===== config.mk =====
export PLATFORM = sky130hd
export DESIGN_NAME = tfn_queue
export DESIGN_NICKNAME = d
export VERILOG_FILES = /design/src/rtl/tfn_pkg.sv /design/src/rtl/tfn_queue.sv
export SDC_FILE = /design/constraint.sdc
export NUM_CORES = 1
export LEC_CHECK = 0
export BUFFER_PORTS_ARGS = -buffer_cell sky130_fd_sc_hd__buf_4
export CAP_MARGIN = 20
export CORE_ASPECT_RATIO = 0.5
export CORE_MARGIN = 1
export CORE_UTILIZATION = 35
export DETAILED_ROUTE_END_ITERATION = 16
export PLACE_DENSITY = 0.63
export SETUP_SLACK_MARGIN = 0.15
export SYNTH_ARGS = -nofsm -noshare
export SYNTH_HDL_FRONTEND = slang
export SYNTH_SLANG_ARGS = --single-unit

===== constraint.sdc =====
create_clock -name clk -period 12.1 [get_ports clk]
set_input_delay 0 -clock clk [delete_from_list [all_inputs] [get_ports clk]]
set_output_delay 0 -clock clk [all_outputs]
set_load 0.05 [all_outputs]

===== src/rtl/tfn_pkg.sv =====
// Shared widths, types and helpers of the triangle face normal block.
// Used by every module of the block; depends on nothing.
`timescale 1ns / 1ps

package tfn_pkg;

	localparam int FIELD_W   = 16;
	localparam int POS_WIDTH = 16;
	localparam int EDGE_W    = POS_WIDTH + 1;
	localparam int PROD_W    = 2 * EDGE_W;
	localparam int CROSS_W   = PROD_W + 1;
	localparam int MAG_W     = CROSS_W;
	localparam int BL_W      = $clog2(MAG_W + 1);
	localparam int NORM_BITS = 24;
	localparam int SH_W      = MAG_W + NORM_BITS;
	localparam int SHAMT_W   = $clog2(SH_W + 1);
	localparam int ROOT_W    = NORM_BITS + 1;
	localparam int SQ_W      = 2 * ROOT_W;
	localparam int REM_W     = ROOT_W + 1;
	localparam int Q_BITS    = 15;
	localparam int N_W       = NORM_BITS + Q_BITS + 1;
	localparam int D_W       = ROOT_W + 1;
	localparam int OUT_W     = 16;
	localparam int ONE_Q14   = 16384;
	localparam int QDEPTH    = 8;
	localparam int QPTR_W    = $clog2(QDEPTH);
	localparam int FRONT_STAGES = 5;
	// Edge of acceptance to the edge that takes the result.
	localparam int LATENCY   = FRONT_STAGES + 1 + 3 + ROOT_W + 1 + Q_BITS + 1;

	typedef logic [FIELD_W-1:0] idx_t;

	typedef struct packed {
		logic [2:0][MAG_W-1:0] mag;
		logic [2:0]            neg;
		logic [BL_W-1:0]       bl;
		logic                  degen;
		logic [2:0][FIELD_W-1:0] idx;
	} qent_t;

	typedef struct packed {
		logic [2:0][NORM_BITS-1:0] m;
		logic [2:0]                neg;
		logic                      degen;
		logic [2:0][FIELD_W-1:0]   idx;
	} side_t;

	// Low POS_WIDTH bits of a field, read as two's complement.
	function automatic logic signed [POS_WIDTH-1:0] pos_value(input logic [FIELD_W-1:0] raw);
		logic [FIELD_W+POS_WIDTH-1:0] t;
		t = {{POS_WIDTH{1'b0}}, raw};
		return t[POS_WIDTH-1:0];
	endfunction

endpackage


===== src/rtl/tfn_queue.sv =====
// Short queue of classified triangles between the front and back parts.
// Depends on tfn_pkg.
`timescale 1ns / 1ps

module tfn_queue (
	input  logic           clk,
	input  logic           arst_n,
	input  logic           push,
	input  tfn_pkg::qent_t push_data,
	output logic           pop,
	output tfn_pkg::qent_t pop_data,
	output logic           full
);
	import tfn_pkg::*;

	qent_t             mem_q [QDEPTH];
	logic [QPTR_W-1:0] wr_ptr_q, rd_ptr_q;
	logic [QPTR_W:0]   cnt_q;

	// The back part never stalls, so an entry leaves as soon as it is there.
	assign pop      = (cnt_q != '0);
	assign pop_data = mem_q[rd_ptr_q];
	// Leave room for the beats still inside the front pipeline.
	assign full     = (cnt_q >= (QPTR_W + 1)'(QDEPTH - FRONT_STAGES));

	always_ff @(posedge clk) begin
		if (push) mem_q[wr_ptr_q] <= push_data;
	end

	always_ff @(posedge clk or negedge arst_n) begin
		if (!arst_n) begin
			wr_ptr_q <= '0;
			rd_ptr_q <= '0;
			cnt_q    <= '0;
		end else begin
			if (push) wr_ptr_q <= wr_ptr_q + 1'b1;
			if (pop) rd_ptr_q <= rd_ptr_q + 1'b1;
			case ({push, pop})
				2'b10:   cnt_q <= cnt_q + 1'b1;
				2'b01:   cnt_q <= cnt_q - 1'b1;
				default: cnt_q <= cnt_q;
			endcase
		end
	end

endmodule


==> impl_summary.log, run 1 <==
[metrics] R2R cell count: 4
[metrics] cell repeated most along the worst path: sky130_fd_sc_hd__buf_4
[metrics] Worst-Skew Late Latency: 0.73 ns
[metrics] total length of routed wires: 105000 um
[metrics] top layer in use: met5
[metrics] flops & latches, synth: 1314
[metrics] post-CTS setup buffer count: 0
[metrics] Detailed Route Iter0 Violations: 1806
[metrics] combined area of the multi-input logic cells: 9530 sq um
[metrics] vias in the first global route: 23900
[metrics] termination of the worst setup path: pop_data[111]
[metrics] delay of the slowest cell on the worst path: 0.86 ns
[metrics] global placer's final weighted congestion: 0.722
[metrics] synthesized-area fraction occupied by xor and xnor cells: 0.142%
[metrics] met2 routed wirelength: 55100 um
[metrics] starting utilization of the core area: 35.6%
[metrics] Clk pin slew, worst setup/hold paths: 0.07 ns
[metrics] post-layout min period: 4.44 ns
[metrics] initial antenna violation count: 3
[metrics] crit-path cells: buf_4, buf_4, mux4_2, mux2_2, buf_4
[metrics] wire length on met1: 44300 um
[metrics] synthesized area divided by synthesized cell count: 25.5 sq um
[metrics] peak fanout along the critical path: 47
[metrics] H-Tree Depth: 3
[metrics] pin count of the biggest net entering global routing: 124
[metrics] worst slew slack as a fraction of its limit: 28.0%
[metrics] Yosys Warn Count: 0
[metrics] most frequent cell after synthesis: sky130_fd_sc_hd__edfxtp_1
[metrics] terminus of the critical flop-to-flop path: mem_q[1][100]
[metrics] most common flop cell mapped by yosys: sky130_fd_sc_hd__edfxtp_1
[metrics] number of pins exceeding their max-slew limit in the final report: 0
[metrics] number of enable-type register cells in the synthesized netlist: 1304
[metrics] Sinks on Clock Net: 1314
[metrics] Critical Path Source Type: flop
[metrics] arrival time at the worst endpoint: 4.44 ns
[metrics] reg-to-reg setup timing slack: 8.45 ns
[metrics] mapped cell area: 49300 sq um
[metrics] proportion of synthesized area in mux cells: 18.7%
[metrics] number of nets in the synthesized netlist: 2106
[metrics] area of the die: 142000 sq um
[metrics] horizontal die dimension: 533 um
[metrics] All-Layer GR Usage: 14.6%
[metrics] fraction of the yosys area taken by sequential cells: 79.9%
[metrics] Ports: 331
[metrics] ys async rst share: 0.761%
[metrics] fraction of final layout cells sized beyond drive strength 1: 39.7%
[metrics] CTS tree: done
[metrics] first-pass GRT wire length: 155000 um
[metrics] f_max: 225 MHz
[metrics] number of cell rows: 96
[metrics] class of the most critical setup path: flop to output port
[metrics] core area: 138000 sq um
[metrics] Setup crit start: rd_ptr_q[0]
[metrics] clock root cell: sky130_fd_sc_hd__clkbuf_16
[metrics] worst hold path class: input port to flop
[metrics] top cells by area in the synthesized netlist: sky130_fd_sc_hd__edfxtp_1 79%, sky130_fd_sc_hd__mux4_2 15%, sky130_fd_sc_hd__mux2_2 3.8%
[metrics] ratio of final minimum period to clock period: 36.7%
[metrics] largest family of logic cells by synthesized area: multiplexers
[metrics] violated checks: DRC
[metrics] critical path depth in cells: 5
[metrics] RSZ-0062 raised after global routing: false
[metrics] critical path capture point type: output port
[metrics] Cell Pwr Density: 260 nW/um^2
[metrics] worst clock skew on the final layout: 0.0514 ns
[metrics] startpoint of the lowest-slack register-to-register path: wr_ptr_q[1]
[metrics] final hold vios: 0
[metrics] number of nets at the end of the flow: 2680
[metrics] remaining antenna violation count: 0
[metrics] total global routing overflow: 0
[metrics] routed wire length per instance: 23.6 um
[metrics] Mapped Cells: 1935
[metrics] largest delay contributor family on the critical path: buffers and inverters
[metrics] clock buffer count from CTS: 114
[metrics] run status: finished with violations
[metrics] IO buf count: 330
[metrics] Adder-Cell Fraction of Synth Area: 0.142%
[metrics] smallest setup slack after layout: 7.66 ns
[metrics] Setup TNS: 0 ns
[metrics] data required time of the critical path: 12.10 ns
[metrics] Synth top cells by count: 1304 x sky130_fd_sc_hd__edfxtp_1, 326 x sky130_fd_sc_hd__mux4_2, 166 x sky130_fd_sc_hd__mux2_2, 47 x sky130_fd_sc_hd__clkbuf_1, 34 x sky130_fd_sc_hd__buf_2
[metrics] cell total after placement: 4069
[metrics] transition time at the pin with the least slew margin: 1.08 ns
[metrics] DRT Pass-1 Iters: 13
[metrics] Post-Layout Cell Count: 4462
[metrics] total number of vias: 22100
[metrics] area of all sequential standard cells: 39400 sq um
[metrics] setup violators final: 0
[metrics] compound-gate portion of the synthesized area: 0.0558%
[metrics] number of DRC violations after detailed routing: 2
[metrics] buffer depth of the longest clock path: 3
[metrics] CTS-repair resized insts: 0
[metrics] post-synth top area share: 79.4%
[metrics] Area Growth Syn to Fin: 20.9%
[metrics] leakage power: 19.2 nW
[metrics] met3 routed WL: 3560 um
[metrics] highest ir drop seen on vdd: 161 uV
[metrics] biggest area consumer among synthesized cells: sky130_fd_sc_hd__edfxtp_1
[metrics] Filler cells: 11700
[metrics] max_cap viols: 0
[metrics] simple-gate portion of the synthesized area: 0.178%
[metrics] Buf/Inv on CP: 3
[metrics] half-perimeter wire length after detailed placement: 55900 um
[metrics] detail-routed via count per cell: 4.95
[metrics] Die Ht: 267 um
[metrics] worst slack, placed: 8.24 ns
[metrics] standard cell with the maximum stage delay on the critical path: sky130_fd_sc_hd__dfrtp_4
[metrics] Yosys cell types: 22
==> cell usage in the layout (no fill, tap or decap), types with 2 or more instances in the layout <==
cell type                       count
sky130_fd_sc_hd__clkinv_2          26
sky130_fd_sc_hd__mux4_2           326
sky130_fd_sc_hd__dfrtp_4            3
sky130_fd_sc_hd__clkbuf_1          23
sky130_fd_sc_hd__mux2_2           166
sky130_fd_sc_hd__xor2_1             4
sky130_fd_sc_hd__nand2_1            4
sky130_fd_sc_hd__edfxtp_1        1304
sky130_fd_sc_hd__buf_4            358
sky130_fd_sc_hd__nor2_1             2
sky130_fd_sc_hd__xnor2_1            4
sky130_fd_sc_hd__clkinv_1          17
sky130_fd_sc_hd__inv_6              4
sky130_fd_sc_hd__buf_12             6
sky130_fd_sc_hd__a21oi_1            2
sky130_fd_sc_hd__clkbuf_16        114
sky130_fd_sc_hd__clkinv_4           2
sky130_fd_sc_hd__clkinvlp_4         3
sky130_fd_sc_hd__nor3_4             2
sky130_fd_sc_hd__nor2_4             6
sky130_fd_sc_hd__dlygate4sd3_1    186
sky130_fd_sc_hd__inv_8              2
sky130_fd_sc_hd__dfrtp_1            7
sky130_fd_sc_hd__nand2b_1           3
sky130_fd_sc_hd__ha_1               4
sky130_fd_sc_hd__bufinv_16         11
sky130_fd_sc_hd__clkinv_16          3
==> sequential cells by signal, summed over array words and instances, names as in the netlist <==
register,flops
rd_ptr_q,3
wr_ptr_q,3
cnt_q,4
mem_q,1304
==> worst min-delay path by stage <==
stage	cells after the start	end	start	slack (ns)
global placement	1	cnt_q[3]	arst_n	-0.15
global route	2	mem_q[6][55]	push_data[55]	0.01
CTS	2	mem_q[4][48]	push_data[48]	0.0003
floorplan	0	cnt_q[0]	arst_n	-0.30
finish	2	mem_q[2][55]	push_data[55]	0.05
detailed placement	1	cnt_q[3]	arst_n	-0.15
==> logic make-up (layout without fill, tap and decap cells) <==
| family | after synthesis | after routing |
|---|---|---|
| and+or+nand+nor | 19 | 19 |
| buffers and inverters | 93 | 757 |
| DFF | 1314 | 1314 |
| muxes | 492 | 492 |
| AOI/OAI and AO/OA | 4 | 4 |
| adders and majority gates | 5 | 5 |
| xor gates and xnor gates | 8 | 8 |
| other | 0 | 1 |
==> where the power goes <==
group	leakage (nW)	switching (mW)	internal, mW
Clock	1.80	1.64	1.98
Combinational	5.40	3.68	2.25
Sequential	12.0	0.226	5.71
==> area by class of cell <==
class | count | share of cell area (%)
antenna | 1 | 0.00420
clock buffer | 137 | 4.93
clock inverter | 69 | 1.22
inverter | 1 | 0.00630
multi-input combinational | 528 | 16.0
sequential | 1314 | 66.1
tap | 1862 | 3.91
timing repair buffer | 550 | 7.83
==> routing by layer <==
layer | up-vias | global-route usage [%]
li1 | 9496 | -
met1 | 12100 | 18.9
met2 | 374 | 25.6
met3 | 140 | 2.43
met4 | 4 | 4.05
met5 | - | 0
==> timing repair <==
| item | 4_1_cts | 5_1_grt |
|---|---|---|
| endpoints found under the setup margin | 0 | 0 |
| endpoints found under the hold margin | 1330 | 0 |
| hold buffers | 186 | 0 |
==> stage by stage <==
stage               instance area, sq um  power [mW]  hold slack, ns  util, %
CTS                                59600        15.7        0.000350     43.1
detailed placement                 54100        12.1          -0.151     39.1
global placement                   54100        12.0          -0.152     39.1
finish                             59600        15.5          0.0493     43.1
global route                       59600        16.1          0.0138     43.1
floorplan                          49300        10.4          -0.296        -
(Power assumes the default switching activity.)
==> run 2: changes to the inputs <==
--- a/config.mk
+++ b/config.mk
@@ -5,13 +5,14 @@
 export SDC_FILE = /design/constraint.sdc
 export NUM_CORES = 1
 export LEC_CHECK = 0
+export ABC_AREA = 1
 export BUFFER_PORTS_ARGS = -buffer_cell sky130_fd_sc_hd__buf_4
 export CAP_MARGIN = 20
 export CORE_ASPECT_RATIO = 0.5
 export CORE_MARGIN = 1
 export CORE_UTILIZATION = 35
 export DETAILED_ROUTE_END_ITERATION = 16
-export PLACE_DENSITY = 0.63
+export PLACE_DENSITY = 0.61
 export SETUP_SLACK_MARGIN = 0.15
 export SYNTH_ARGS = -nofsm -noshare
 export SYNTH_HDL_FRONTEND = slang
==> constraint.sdc (replaced) <==
create_clock -name clk -period 4.3 [get_ports clk]
set_input_delay 0 -clock clk [delete_from_list [all_inputs] [get_ports clk]]
set_output_delay 0 -clock clk [all_outputs]
set_load 0.05 [all_outputs]
==> run 2 against run 1 <==
The flow now finishes without violations. Sequential cell count unchanged. Clock skew decreased by 0.032 ns. Core utilization decreased by 0.61 points. Hold slack improved by 0.0034 ns. Routed wire length increased by 22%. Critical endpoint is now pop_data[71]. Synthesized cell count increased by 100%. First-iteration DRC count increased by 41%. Largest power group is now combinational cells.
==> impl_summary.log, run 2 <==
[metrics] Critical Path Source Type: flop (unchanged)
[metrics] f_max: 297 MHz
[metrics] DRT Pass-1 Iters: 6 (was 13)
[metrics] Ports: 331 (unchanged)
[metrics] CTS tree: done (unchanged)
[metrics] total global routing overflow: 0 (unchanged)
[metrics] Combinational Power Share: 42.7% (was 38.3%)
[metrics] highest ir drop seen on vdd: 514 uV (was 161 uV)
[metrics] biggest area consumer among synthesized cells: sky130_fd_sc_hd__edfxtp_1 (unchanged)
[metrics] flops & latches, synth: 1314 (unchanged)
[metrics] number of pins exceeding their max-slew limit in the final report: 0 (unchanged)
[metrics] data required time of the critical path: 4.30 ns (was 12.10 ns)
[metrics] All-Layer GR Usage: 17.1% (was 14.6%)
[metrics] Yosys cell types: 21 (was 22)
[metrics] Setup TNS: 0 ns (unchanged)
[metrics] proportion of synthesized area in mux cells: 0% (was 18.7%)
[metrics] initial antenna violation count: 11 (was 3)
[metrics] register share of total power: 34.8% (was 38.3%)
[metrics] vias in the first global route: 31700 (was 23900)
[metrics] Final Hold Slack: 0.0527 ns (was 0.0493 ns)
[metrics] largest family of logic cells by synthesized area: compound AO/OA/AOI/OAI gates (was multiplexers)
[metrics] fraction of final layout cells sized beyond drive strength 1: 12.8% (was 39.7%)
[metrics] half-perimeter wire length after detailed placement: 67000 um (was 55900 um)
[metrics] synthesized-area fraction occupied by xor and xnor cells: 0.0857% (was 0.142%)
[metrics] Area Growth Syn to Fin: 19.5% (was 20.9%)
[metrics] ys async rst share: 0.761% (unchanged)
[metrics] peak fanout along the critical path: 205 (was 47)
[metrics] most common library cell in the layout ignoring fill and taps: sky130_fd_sc_hd__edfxtp_1 (unchanged)
[metrics] total number of vias: 32000 (was 22100)
[metrics] max_cap viols: 0 (unchanged)
[metrics] buffer depth of the longest clock path: 3 (unchanged)
[metrics] horizontal die dimension: 542 um (was 533 um)
[metrics] post-layout min period: 3.36 ns
[metrics] flip-flop count of the largest register after layout: 1304 (unchanged)
[metrics] IO buf count: 330 (unchanged)
[metrics] startpoint of the lowest-slack register-to-register path: wr_ptr_q[0] (was wr_ptr_q[1])
[metrics] Clk pin slew, worst setup/hold paths: 0.07 ns (about the same)
[metrics] number of DRC violations after detailed routing: 0 (was 2)
[metrics] post-synth top area share: 76.6% (was 79.4%)
[metrics] number of enable-type register cells in the synthesized netlist: 1304 (unchanged)
[metrics] smallest setup slack after layout: 0.937 ns (was 7.66 ns)
[metrics] reg-to-reg setup timing slack: 1.93 ns (was 8.45 ns)
[metrics] most used cells in the layout excluding fill and tap cells: 1304 x sky130_fd_sc_hd__edfxtp_1, 817 x sky130_fd_sc_hd__nor2_1, 514 x sky130_fd_sc_hd__nand2_1 (was 1304 x sky130_fd_sc_hd__edfxtp_1, 358 x sky130_fd_sc_hd__buf_4, 326 x sky130_fd_sc_hd__mux4_2)
[metrics] transition time at the pin with the least slew margin: 1.24 ns (was 1.08 ns)
[metrics] number of nets in the synthesized netlist: 4088 (was 2106)
[metrics] Adder-Cell Fraction of Synth Area: 0.137% (was 0.142%)
[metrics] remaining antenna violation count: 0 (unchanged)
[metrics] starting utilization of the core area: 35.5% (was 35.6%)
[metrics] final non-filler cell area: 61000 sq um (was 59600 sq um)
[metrics] setup violators final: 0 (unchanged)
[metrics] core area: 144000 sq um (was 138000 sq um)
[metrics] simple-gate portion of the synthesized area: 9.88% (was 0.178%)
[metrics] compound-gate portion of the synthesized area: 10.0% (was 0.0558%)
[metrics] Synth top cells by count: 1304 x sky130_fd_sc_hd__edfxtp_1, 825 x sky130_fd_sc_hd__nor2_1, 514 x sky130_fd_sc_hd__nand2_1, 507 x sky130_fd_sc_hd__o21ai_0, 312 x sky130_fd_sc_hd__o21ai_1 (was 1304 x sky130_fd_sc_hd__edfxtp_1, 326 x sky130_fd_sc_hd__mux4_2, 166 x sky130_fd_sc_hd__mux2_2, 47 x sky130_fd_sc_hd__clkbuf_1, 34 x sky130_fd_sc_hd__buf_2)
[metrics] worst slew slack as a fraction of its limit: 17.6% (was 28.0%)
[metrics] Sinks on Clock Net: 1314 (unchanged)
[metrics] CTS-repair resized insts: 0 (unchanged)
[metrics] net load switching power: 19.4 mW (was 5.55 mW)
[metrics] worst clock skew on the final layout: 0.0196 ns (was 0.0514 ns)
[metrics] sum of internal, switching and leakage power: 45.9 mW (was 15.5 mW)
[metrics] cell area after placement: 55600 sq um (was 54100 sq um)
[metrics] worst hold path class: input port to flop (unchanged)
[metrics] leakage power: 20.8 nW (was 19.2 nW)
[metrics] detail-routed via count per cell: 5.01 (was 4.95)
[metrics] Layout Utilization: 42.4% (was 43.1%)
[metrics] clock buffer count from CTS: 120 (was 114)
[metrics] global placer's final weighted congestion: 0.769 (was 0.722)
[metrics] Mapped Cells: 3917 (was 1935)
[metrics] terminus of the critical flop-to-flop path: mem_q[4][74] (was mem_q[1][100])
[metrics] area of the die: 148000 sq um (was 142000 sq um)
[metrics] biggest registers after layout: mem_q x1304, cnt_q x4 (unchanged)
[metrics] relative contribution of the clock network to total power: 22.5% (was 23.4%)
[metrics] run status: complete, no violations (was finished with violations)
[metrics] Setup crit start: rd_ptr_q[1] (was rd_ptr_q[0])
[metrics] class of the most critical setup path: flop to output port (unchanged)
[metrics] Post-Layout Cell Count: 6394 (was 4462)
[metrics] Cell Pwr Density: 752 nW/um^2 (was 260 nW/um^2)
[metrics] Detailed Route Iter0 Violations: 2549 (was 1806)
[metrics] cell total after placement: 6001 (was 4069)
[metrics] R2R cell count: 3 (was 4)
[metrics] pin count of the biggest net entering global routing: 206 (was 124)
[metrics] synthesized area divided by synthesized cell count: 13.0 sq um (was 25.5 sq um)
[metrics] mapped cell area: 51100 sq um (was 49300 sq um)
[metrics] total length of routed wires: 128000 um (was 105000 um)
[metrics] worst slack, placed: 1.77 ns (was 8.24 ns)
[metrics] first-pass GRT wire length: 192000 um (was 155000 um)
[metrics] critical path capture point type: output port (unchanged)
[metrics] H-Tree Depth: 3 (unchanged)
[metrics] top cells by area in the synthesized netlist: sky130_fd_sc_hd__edfxtp_1 77%, sky130_fd_sc_hd__nor2_1 6.1%, sky130_fd_sc_hd__o21ai_0 5.0% (was sky130_fd_sc_hd__edfxtp_1 79%, sky130_fd_sc_hd__mux4_2 15%, sky130_fd_sc_hd__mux2_2 3.8%)
[metrics] clock root cell: sky130_fd_sc_hd__clkbuf_16 (unchanged)
[metrics] register with the most flip-flops: mem_q (unchanged)
[metrics] switching power share of the total: 42.3% (was 35.8%)
[metrics] number of nets at the end of the flow: 4510 (was 2680)
[metrics] RSZ-0062 raised after global routing: false (unchanged)
[metrics] number of cell rows: 98 (was 96)
[metrics] ratio of final minimum period to clock period: 78.2%
[metrics] Yosys Warn Count: 0 (unchanged)
[metrics] routed wire length per instance: 20.1 um (was 23.6 um)
[metrics] arrival time at the worst endpoint: 3.36 ns (was 4.44 ns)
[metrics] most frequent cell after synthesis: sky130_fd_sc_hd__edfxtp_1 (unchanged)
[metrics] most common flop cell mapped by yosys: sky130_fd_sc_hd__edfxtp_1 (unchanged)
[metrics] Die Ht: 272 um (was 267 um)
[metrics] termination of the worst setup path: pop_data[71] (was pop_data[111])
[metrics] fraction of the yosys area taken by sequential cells: 77.1% (was 79.9%)
[metrics] cell internal power dissipation: 26.5 mW (was 9.94 mW)
[metrics] final hold vios: 0 (unchanged)
[metrics] Worst-Skew Late Latency: 0.71 ns (was 0.73 ns)
-- run 2: area by class of cell --
type | instances | area [sq um]
Clock buffer | 158 | 3270
Sequential cell | 1314 | 39400
Multi-Input combinational cell | 2336 | 10300
Antenna cell | 8 | 20.0
Inverter | 14 | 78.8
Timing Repair Buffer | 553 | 4970
Tap cell | 1950 | 2440
Clock inverter | 61 | 502
Fill cell | 12900 | 82800
-- run 2: how the worst min path moves through the flow --
stage / from / end / slack (ns) / cells after the start
after floorplan: arst_n / cnt_q[0] / -0.30 / 0
after global placement: arst_n / cnt_q[2] / -0.16 / 1
after detailed placement: arst_n / cnt_q[2] / -0.16 / 1
after CTS: push_data[143] / mem_q[3][143] / 0.007 / 2
after global routing: push_data[153] / mem_q[2][153] / 0.03 / 2
final: push_data[143] / mem_q[3][143] / 0.05 / 2
-- run 2: cells by family after synthesis --
logic type / after synthesis
AND/OR/NAND/NOR: 1343
flip-flops: 1314
AO/OA/AOI/OAI: 983
buffers and inverters: 267
XOR/XNOR: 5
adder cells (fa/ha/maj): 5
-- run 2: layer usage --
metal  vias to the layer above  global-route usage (%)  routed length, um  share of wire (%)
met3                       224                    2.90               5940                4.6
met2                       764                    29.3              64500                 50
met4                         6                    6.29               4090                3.2
met1                     16100                    21.7              53700                 42
met5                         -                       0                 35              0.027
li1                      15000                       -                  -                  -
-- run 2: worst max-delay path, stage by stage (launching register included) --
cell and delay [ns]:
sky130_fd_sc_hd__dfrtp_4 0.74, sky130_fd_sc_hd__buf_12 0.51, sky130_fd_sc_hd__o21ai_0 0.24, sky130_fd_sc_hd__o22ai_1 0.23
sky130_fd_sc_hd__nand2_1 0.07, sky130_fd_sc_hd__nand2_1 0.18, sky130_fd_sc_hd__buf_4 0.23
-- run 2: repair_timing --
action                    4_1_cts  5_1_grt
setup buffers                   0        0
hold buffers                  166        0
hold endpoints to repair     1319        0
-- run 2: power groups by stage --
stage	clock, mW	combinational, mW	sequential (mW)
floorplan	0	13.6	16.2
global placement	0	19.3	16.2
detailed placement	0	19.6	16.3
CTS	10.5	19.8	16.0
global route	11.0	21.1	16.1
finish	10.3	19.6	16.0
